## src/sv/i2cte_pkg.sv

```systemverilog
package i2cte_pkg;

   // Bus phase codes.
   localparam logic [2:0] PH_STOPPED = 3'd0;
   localparam logic [2:0] PH_ADDR    = 3'd1;
   localparam logic [2:0] PH_DATA    = 3'd2;
   localparam logic [2:0] PH_ACKRX   = 3'd3;
   localparam logic [2:0] PH_TXDATA  = 3'd4;
   localparam logic [2:0] PH_NACK    = 3'd5;
   localparam logic [2:0] PH_ACKRECV = 3'd6;
   localparam logic [2:0] PH_ACKTX   = 3'd7;

   localparam int REQ_DATA_W = 16;
   localparam int RSP_DATA_W = 24;
   localparam int RSP_USER_W = 1;

   typedef struct packed {
      logic       scl_level;
      logic       sda_level;
      logic       bit_pending;
      logic       drive_release;
      logic [2:0] phase;
      logic [7:0] shift_byte;
      logic [2:0] bit_count;
   } state_type;

   typedef struct packed {
      logic       sda_in;
      logic       scl_in;
      logic       addr_ack;
      logic       data_ack;
      logic       tx_ready;
      logic [7:0] tx_byte;
      logic       tx_more;
   } item_type;

   typedef struct packed {
      logic       sda_read;
      logic       start_event;
      logic       stop_event;
      logic       rx_strobe;
      logic       rx_is_address;
      logic [7:0] rx_byte;
      logic       tx_fetch;
      logic       tx_end;
      logic [2:0] bus_phase;
   } result_type;

   localparam state_type STATE_RESET = '{
      scl_level:     1'b1,
      sda_level:     1'b1,
      bit_pending:   1'b0,
      drive_release: 1'b1,
      phase:         PH_STOPPED,
      shift_byte:    8'd0,
      bit_count:     3'd0
   };

endpackage

```

## src/sv/i2cte_step.sv

```systemverilog
module i2cte_step
   import i2cte_pkg::*;
(
   input  state_type  state,
   input  item_type   item,
   output state_type  state_next,
   output result_type result
);

   always_comb begin
      state_type  s;
      logic [2:0] nx;
      logic       want;
      logic       strobe;
      logic       is_addr;
      logic [7:0] rxb;
      logic       fetch;
      logic       tend;
      logic       ev_start;
      logic       ev_stop;

      s        = state;
      nx       = PH_STOPPED;
      want     = 1'b0;
      strobe   = 1'b0;
      is_addr  = 1'b0;
      rxb      = 8'd0;
      fetch    = 1'b0;
      tend     = 1'b0;
      ev_start = 1'b0;
      ev_stop  = 1'b0;

      if (state.scl_level == item.scl_in) begin
         // SCL steady high with SDA moving is a bus condition.
         if (state.scl_level && (state.sda_level != item.sda_in)) begin
            if (item.sda_in) begin
               ev_stop = 1'b1;
               s.phase = PH_STOPPED;
            end else begin
               s.shift_byte    = 8'd0;
               s.bit_count     = 3'd0;
               s.drive_release = 1'b1;
               ev_start        = 1'b1;
               s.phase         = PH_ADDR;
            end
            s.bit_pending = 1'b0;
         end
      end else if (!item.scl_in) begin
         // Falling SCL: release the line and act on the latched bit.
         s.drive_release = 1'b1;
         if (state.bit_pending) begin
            unique case (state.phase)
               PH_ADDR, PH_DATA: begin
                  nx           = state.phase;
                  s.shift_byte = {state.shift_byte[6:0], state.sda_level};
                  s.bit_count  = state.bit_count + 3'd1;
                  if (state.bit_count == 3'd7) begin
                     strobe  = 1'b1;
                     is_addr = (state.phase == PH_ADDR);
                     rxb     = s.shift_byte;
                     if ((state.phase == PH_ADDR) ? item.addr_ack : item.data_ack) begin
                        s.drive_release = 1'b0;
                        if ((state.phase == PH_ADDR) && s.shift_byte[0]) begin
                           nx = PH_ACKTX;
                        end else begin
                           nx = PH_ACKRECV;
                        end
                     end else begin
                        nx = PH_NACK;
                     end
                  end
               end
               PH_ACKRX: begin
                  want = !state.sda_level;
               end
               PH_TXDATA: begin
                  nx              = PH_TXDATA;
                  s.drive_release = state.shift_byte[7];
                  s.shift_byte    = {state.shift_byte[6:0], 1'b0};
                  s.bit_count     = state.bit_count + 3'd1;
                  if (state.bit_count == 3'd7) begin
                     tend = 1'b1;
                     nx   = item.tx_more ? PH_ACKRX : PH_STOPPED;
                  end
               end
               PH_ACKRECV: begin
                  nx = PH_DATA;
               end
               PH_ACKTX: begin
                  want = 1'b1;
               end
               default: begin
                  nx = PH_STOPPED;
               end
            endcase
            if (want) begin
               fetch = 1'b1;
               if (item.tx_ready) begin
                  // Load the byte and drive its first bit straight away.
                  s.drive_release = item.tx_byte[7];
                  s.shift_byte    = {item.tx_byte[6:0], 1'b0};
                  s.bit_count     = 3'd1;
                  nx              = PH_TXDATA;
               end else begin
                  nx = PH_STOPPED;
               end
            end
            if (nx == PH_STOPPED) begin
               ev_stop = 1'b1;
            end
            s.phase = nx;
         end
         s.bit_pending = 1'b1;
      end

      s.scl_level = item.scl_in;
      s.sda_level = item.sda_in;

      state_next           = s;
      result.sda_read      = s.sda_level & s.drive_release;
      result.start_event   = ev_start;
      result.stop_event    = ev_stop;
      result.rx_strobe     = strobe;
      result.rx_is_address = is_addr;
      result.rx_byte       = rxb;
      result.tx_fetch      = fetch;
      result.tx_end        = tend;
      result.bus_phase     = s.phase;
   end

endmodule

```

## src/sv/i2c_target_bit_engine.sv

```systemverilog
// A request item is captured in the input register when it is accepted; the step logic is
// combinational, and its result is captured in the response register when that register is
// free or being read. Throughput: one item per cycle when the response side does not stall;
// the only loop is the bus state register around the step logic.
// Reset: synchronous, active high; the bus state returns to SCL and SDA high, line released,
// phase stopped, nothing pending, and both pipeline registers are emptied.
module i2c_target_bit_engine
   import i2cte_pkg::*;
(
   input  logic                  clock,
   input  logic                  reset,

   // Request channel.
   input  logic                  req_tvalid,
   output logic                  req_tready,
   // From bit 0: sda_in, scl_in, addr_ack, data_ack, tx_ready, tx_byte[7:0], tx_more,
   // then two zero bits.
   input  logic [REQ_DATA_W-1:0] req_tdata,

   // Response channel.
   output logic                  rsp_tvalid,
   input  logic                  rsp_tready,
   // From bit 0: sda_read, start_event, stop_event, rx_strobe, rx_byte[7:0], tx_fetch,
   // tx_end, bus_phase[2:0], then seven zero bits.
   output logic [RSP_DATA_W-1:0] rsp_tdata,
   // Bit 0: rx_is_address.
   output logic [RSP_USER_W-1:0] rsp_tuser
);

   // Pipeline registers.
   logic       in_valid_ff;
   item_type   in_item_ff;
   logic       out_valid_ff;
   result_type out_ff;

   // Bus state carried from one item to the next.
   state_type  state_ff;
   state_type  state_in;
   result_type result_in;

   logic       advance;
   logic       req_accept;

   // The response register empties when taken, so the input register moves on
   // whenever the response register is free or being read in this cycle.
   assign advance    = !out_valid_ff || rsp_tready;
   assign req_tready = !in_valid_ff || advance;
   assign req_accept = req_tvalid && req_tready;

   i2cte_step u_step (
      .state      (state_ff),
      .item       (in_item_ff),
      .state_next (state_in),
      .result     (result_in)
   );

   always_ff @(posedge clock) begin
      if (reset) begin
         in_valid_ff <= 1'b0;
      end else if (req_tready) begin
         in_valid_ff <= req_tvalid;
      end
   end

   always_ff @(posedge clock) begin
      if (req_accept) begin
         in_item_ff.sda_in   <= req_tdata[0];
         in_item_ff.scl_in   <= req_tdata[1];
         in_item_ff.addr_ack <= req_tdata[2];
         in_item_ff.data_ack <= req_tdata[3];
         in_item_ff.tx_ready <= req_tdata[4];
         in_item_ff.tx_byte  <= req_tdata[12:5];
         in_item_ff.tx_more  <= req_tdata[13];
      end
   end

   // The state only moves when an item passes from the input register to the
   // response register, so each item is applied exactly once.
   always_ff @(posedge clock) begin
      if (reset) begin
         state_ff     <= STATE_RESET;
         out_valid_ff <= 1'b0;
      end else if (advance) begin
         out_valid_ff <= in_valid_ff;
         if (in_valid_ff) begin
            state_ff <= state_in;
         end
      end
   end

   always_ff @(posedge clock) begin
      if (advance && in_valid_ff) begin
         out_ff <= result_in;
      end
   end

   assign rsp_tvalid = out_valid_ff;
   assign rsp_tdata  = {7'd0, out_ff.bus_phase, out_ff.tx_end, out_ff.tx_fetch,
                        out_ff.rx_byte, out_ff.rx_strobe, out_ff.stop_event,
                        out_ff.start_event, out_ff.sda_read};
   assign rsp_tuser  = out_ff.rx_is_address;

   // A start condition always leaves the machine in the address phase.
   assert property (@(posedge clock) disable iff (reset)
      (rsp_tvalid && out_ff.start_event) |-> (out_ff.bus_phase == PH_ADDR))
      else $error("start event without address phase");

   // The address flag is only ever raised with a received byte.
   assert property (@(posedge clock) disable iff (reset)
      (rsp_tvalid && out_ff.rx_is_address) |-> out_ff.rx_strobe)
      else $error("address flag without receive strobe");

   // Receiving a byte and fetching a byte to send never happen on the same edge.
   assert property (@(posedge clock) disable iff (reset)
      rsp_tvalid |-> !(out_ff.rx_strobe && out_ff.tx_fetch))
      else $error("receive strobe and transmit fetch together");

   // A held item in the input register is not lost while the response side stalls.
   assert property (@(posedge clock) disable iff (reset)
      (in_valid_ff && !advance) |=> (in_valid_ff && $stable(in_item_ff)))
      else $error("stalled input item dropped or changed");

endmodule

```

## config.mk

```make
export PLATFORM = sky130hd
export DESIGN_NAME = i2c_target_bit_engine
export DESIGN_NICKNAME = d
export VERILOG_FILES = /design/src/sv/i2cte_pkg.sv /design/src/sv/i2cte_step.sv /design/src/sv/i2c_target_bit_engine.sv
export SDC_FILE = /design/constraint.sdc
export NUM_CORES = 1
export LEC_CHECK = 0
export BUFFER_PORTS_ARGS = -buffer_cell sky130_fd_sc_hd__buf_2
export CORE_ASPECT_RATIO = 0.6
export CORE_MARGIN = 4
export CORE_UTILIZATION = 55
export CTS_CLUSTER_DIAMETER = 150
export DETAILED_ROUTE_END_ITERATION = 8
export GPL_ROUTABILITY_DRIVEN = 0
export PLACE_DENSITY_LB_ADDON = 0.12
export SLEW_MARGIN = 15
export SYNTH_ARGS = -nofsm -noshare
export SYNTH_HDL_FRONTEND = slang
export SYNTH_HIERARCHICAL = 1
export SYNTH_SLANG_ARGS = --single-unit
```

## constraint.sdc

```tcl
create_clock -name clock -period 2.3 [get_ports clock]
set_input_delay 0.345 -clock clock [delete_from_list [all_inputs] [get_ports clock]]
set_output_delay 0.345 -clock clock [all_outputs]
set_load 0.02 [all_outputs]
```

==> run_results.csv <==
group,metric,value,unit
sta,worst_pin_slew,562,ps
worst_setup_path,cp-endpoint,"state_ff[9]$_SDFFE_PP0P_",
logic_synthesis,yosysTopAreaCell,"edfxtp_1",
logic_synthesis,seq_area_frac_synth,49.0,%
global_route,first_global_vias,1811,
logic_synthesis,synth_seq_cells,52,
clock_tree,htree_levels,2,
power,p_per_area,601,nW/um2
power,total_power,0.00184,W
routing,num_vias,1912,
status,outcome,"finished, final reports clean",
clock_tree,cts_max_path_buffers,2,
sta,fin_crit,2060,ps
final_layout,drive_gt1_share,22.2,%
worst_setup_path,worst-path-max-fanout,16,
floorplan,die_y,63.1,um
placement,post-dp-hpwl,3.84,mm
power,power_frac_seq,57.0,%
routing,drt_iter0_markers,125,
clock_tree,cts_buffers,5,
clock_tree,insertion_delay,300,ps
routing,postRouteAntennaNets,0,
worst_setup_path,cp-start-kind,"register",
worst_setup_path,timing.rr.end,"state_ff[9]$_SDFFE_PP0P_",
routing,firstDrtPassIters,5,
floorplan,die_x,99.8,um
power,p_leak,1.15,nW
clock_tree,cts_tree,"built",
logic_synthesis,syn-instance-count,251,
routing,viasPerCell,5.51,
final_layout,multiInputGateArea,1250,um2
final_layout,syn2layout_area_growth,9.95,%
sta,relSlewSlack,62.5,%
placement,place_ws,309,ps
final_layout,nFillCells,410,
final_layout,seq_area,1360,um2
sta,rsz0062_at_grt,"false",
power,p_switching,0.000421,W
sta,min_period_over_period,89.8,%
worst_setup_path,worst-r2r-setup-slack,240,ps
worst_setup_path,reg2reg_from,"state_ff[13]$_SDFFE_PP0P_",
routing,wl_per_cell,15.6,um
clock_tree,path_clk_slew,90,ps
min_path,worst_hold_path_type,"input pin to register",
floorplan,fp-row-count,19,
floorplan,start_util,58.7,%
final_layout,antenna-diode-count,0,
sta,finClkSkew,3.07,ps
power,clockPowerShare,32.5,%
final_layout,finalNetCount,305,
routing,routed_wirelength,5.43,mm
clock_tree,root_buffer,"clkbuf_8",
worst_setup_path,required,2470,ps
logic_synthesis,yosys.area.top_type_share,34.6,%
global_route,grt_max_degree,39,
logic_synthesis,synth_warnings,6,
power,intPower,0.00142,W
global_route,gr-total-overflow,0,
global_route,antenna_found_initial,0,
floorplan,io_pins,47,
routing,drc_errors,0,
clock_tree,cts_hold_buffers,0,
placement,port-buffer-count,37,
sta,finalHoldViolations,0,
final_layout,final_cells,347,
worst_setup_path,rr_worst_depth,6,
sta,setup_viol,0,
logic_synthesis,synth_ff_type,"edfxtp_1",
placement,dp.cells,339,
sta,max_freq,484,MHz
sta,setup_tns,0,ps
clock_tree,clock_sinks,52,
job,drv_cap,0,
logic_synthesis,synthTopCellsByArea,"edfxtp_1 35%, dfxtp_1 14%, nand2b_1 8.1%",
logic_synthesis,syn_area_per_cell,11.1,um2
global_route,grt_usage,18.2,%
logic_synthesis,synth_most_common_cell,"nand2b_1",
logic_synthesis,synthTopCellsByCount,"36 x nand2b_1, 32 x edfxtp_1, 20 x dfxtp_1",
power,switching_share,22.9,%
final_layout,utilization,64.6,%
worst_setup_path,cp.arrival,2230,ps
clock_tree,cts.repair.resized,0,
logic_synthesis,synth_edf_count,32,
power,peakVddDrop,353,uV
global_route,grt_pass1_wl,9.06,mm
worst_setup_path,worst-setup-path-type,"register to register",
logic_synthesis,synth_area,2780,um2
power,p_comb_share,10.4,%
sta,slew_viol_final,0,
clock_tree,cts_setup_buffers,0,
logic_synthesis,synth_cell_types,55,
floorplan,die_area,6290,um2
logic_synthesis,async_flop_share,0,%
floorplan,core_area,4730,um2
worst_setup_path,cp-end-kind,"register",
worst_setup_path,crit_path_start,"state_ff[13]$_SDFFE_PP0P_",
sta,fin_ws,235,ps
cell type report:
cell class | count | share of cell area (%)
inverter | 6 | 0.737
clock inverter | 3 | 1.23
timing repair buffer | 44 | 7.78
tap | 63 | 2.58
sequential | 52 | 44.6
multi-input combinational | 174 | 40.9
clock buffer | 5 | 2.25
flip-flops by register name, summed over array words and instances, names as in the netlist:
signal / cells
rsp_tdata: 17
state_ff: 18
rsp_tuser: 1
rsp_tvalid: 1
in_item_ff: 14
in_valid_ff: 1
worst max-delay path, stage by stage (launching register included):
cell and delay (ps):
dfxtp_1 680, nor2b_1 130, a31oi_1 400, a31oi_4 240
a221o_1 340, nand2b_1 70, mux2i_1 70
cell usage in the layout (no fill, tap or decap), drive strengths merged, types with 2 or more instances in the layout:
cell     count
buf         44
nand2b      37
edfxtp      32
dfxtp       20
mux2i       19
and2        16
nor2        12
nand2       11
a21oi       11
conb         7
inv          6
a221o        6
nor2b        6
clkbuf       5
a22o         4
a31oi        4
o2bb2ai      3
nor3         3
clkinv       2
o21ai        2
nand3        2
nand4        2
o22ai        2
o31ai        2
and4b        2
a21o         2
a211oi       2
ha           2
nand3b       2
xor2         2
logic make-up after synthesis:
kind of cell	share of synthesized area [%]
and+or+nand+nor	21.7
DFF	49.0
AOI/OAI and AO/OA	13.1
buffers and inverters	7.07
muxes	6.84
xor gates and xnor gates	1.22
adders and majority gates	0.900
other	0.135
per-layer routing:
| metal | part of all wire, % | track usage (%) | up-vias |
|---|---|---|---|
| li1 | - | - | 943 |
| met1 | 52 | 28.2 | 901 |
| met2 | 40 | 24.7 | 63 |
| met3 | 7.5 | 5.51 | 5 |
| met4 | 0.76 | 4.09 | 0 |
| met5 | 0 | 0 | - |
stage by stage:
step | cell area [um2] | hold WS [ps]
2_1_floorplan | 2800 | 444
3_3_place_gp | 2950 | 476
3_5_place_dp | 2950 | 492
4_1_cts | 3060 | 207
5_1_grt | 3060 | 196
6_report | 3060 | 215
how the worst min path moves through the flow:
stage	to	start	cells past startpoint	slack, ps
finish	in_item_ff[10]$_DFFE_PP_	req_tdata[3]	1	210
CTS	in_item_ff[10]$_DFFE_PP_	req_tdata[3]	1	210
floorplan	in_item_ff[0]$_DFFE_PP_	req_tdata[13]	0	440
global route	in_item_ff[1]$_DFFE_PP_	req_tdata[5]	1	200
global placement	state_ff[9]$_SDFFE_PP0P_	state_ff[9]$_SDFFE_PP0P_	2	480
detailed placement	state_ff[1]$_SDFFE_PP0P_	state_ff[1]$_SDFFE_PP0P_	2	490
power groups by stage:
stage / clock [W] / sequential [W] / combinational, W
after floorplan: 0 / 0.00109 / 0.000133
after global placement: 0 / 0.00107 / 0.000189
after detailed placement: 0 / 0.00107 / 0.000190
after CTS: 0.000615 / 0.00105 / 0.000191
after global routing: 0.000657 / 0.00105 / 0.000207
final: 0.000598 / 0.00105 / 0.000191
No activity file was read; power rests on OpenSTA's default activity.
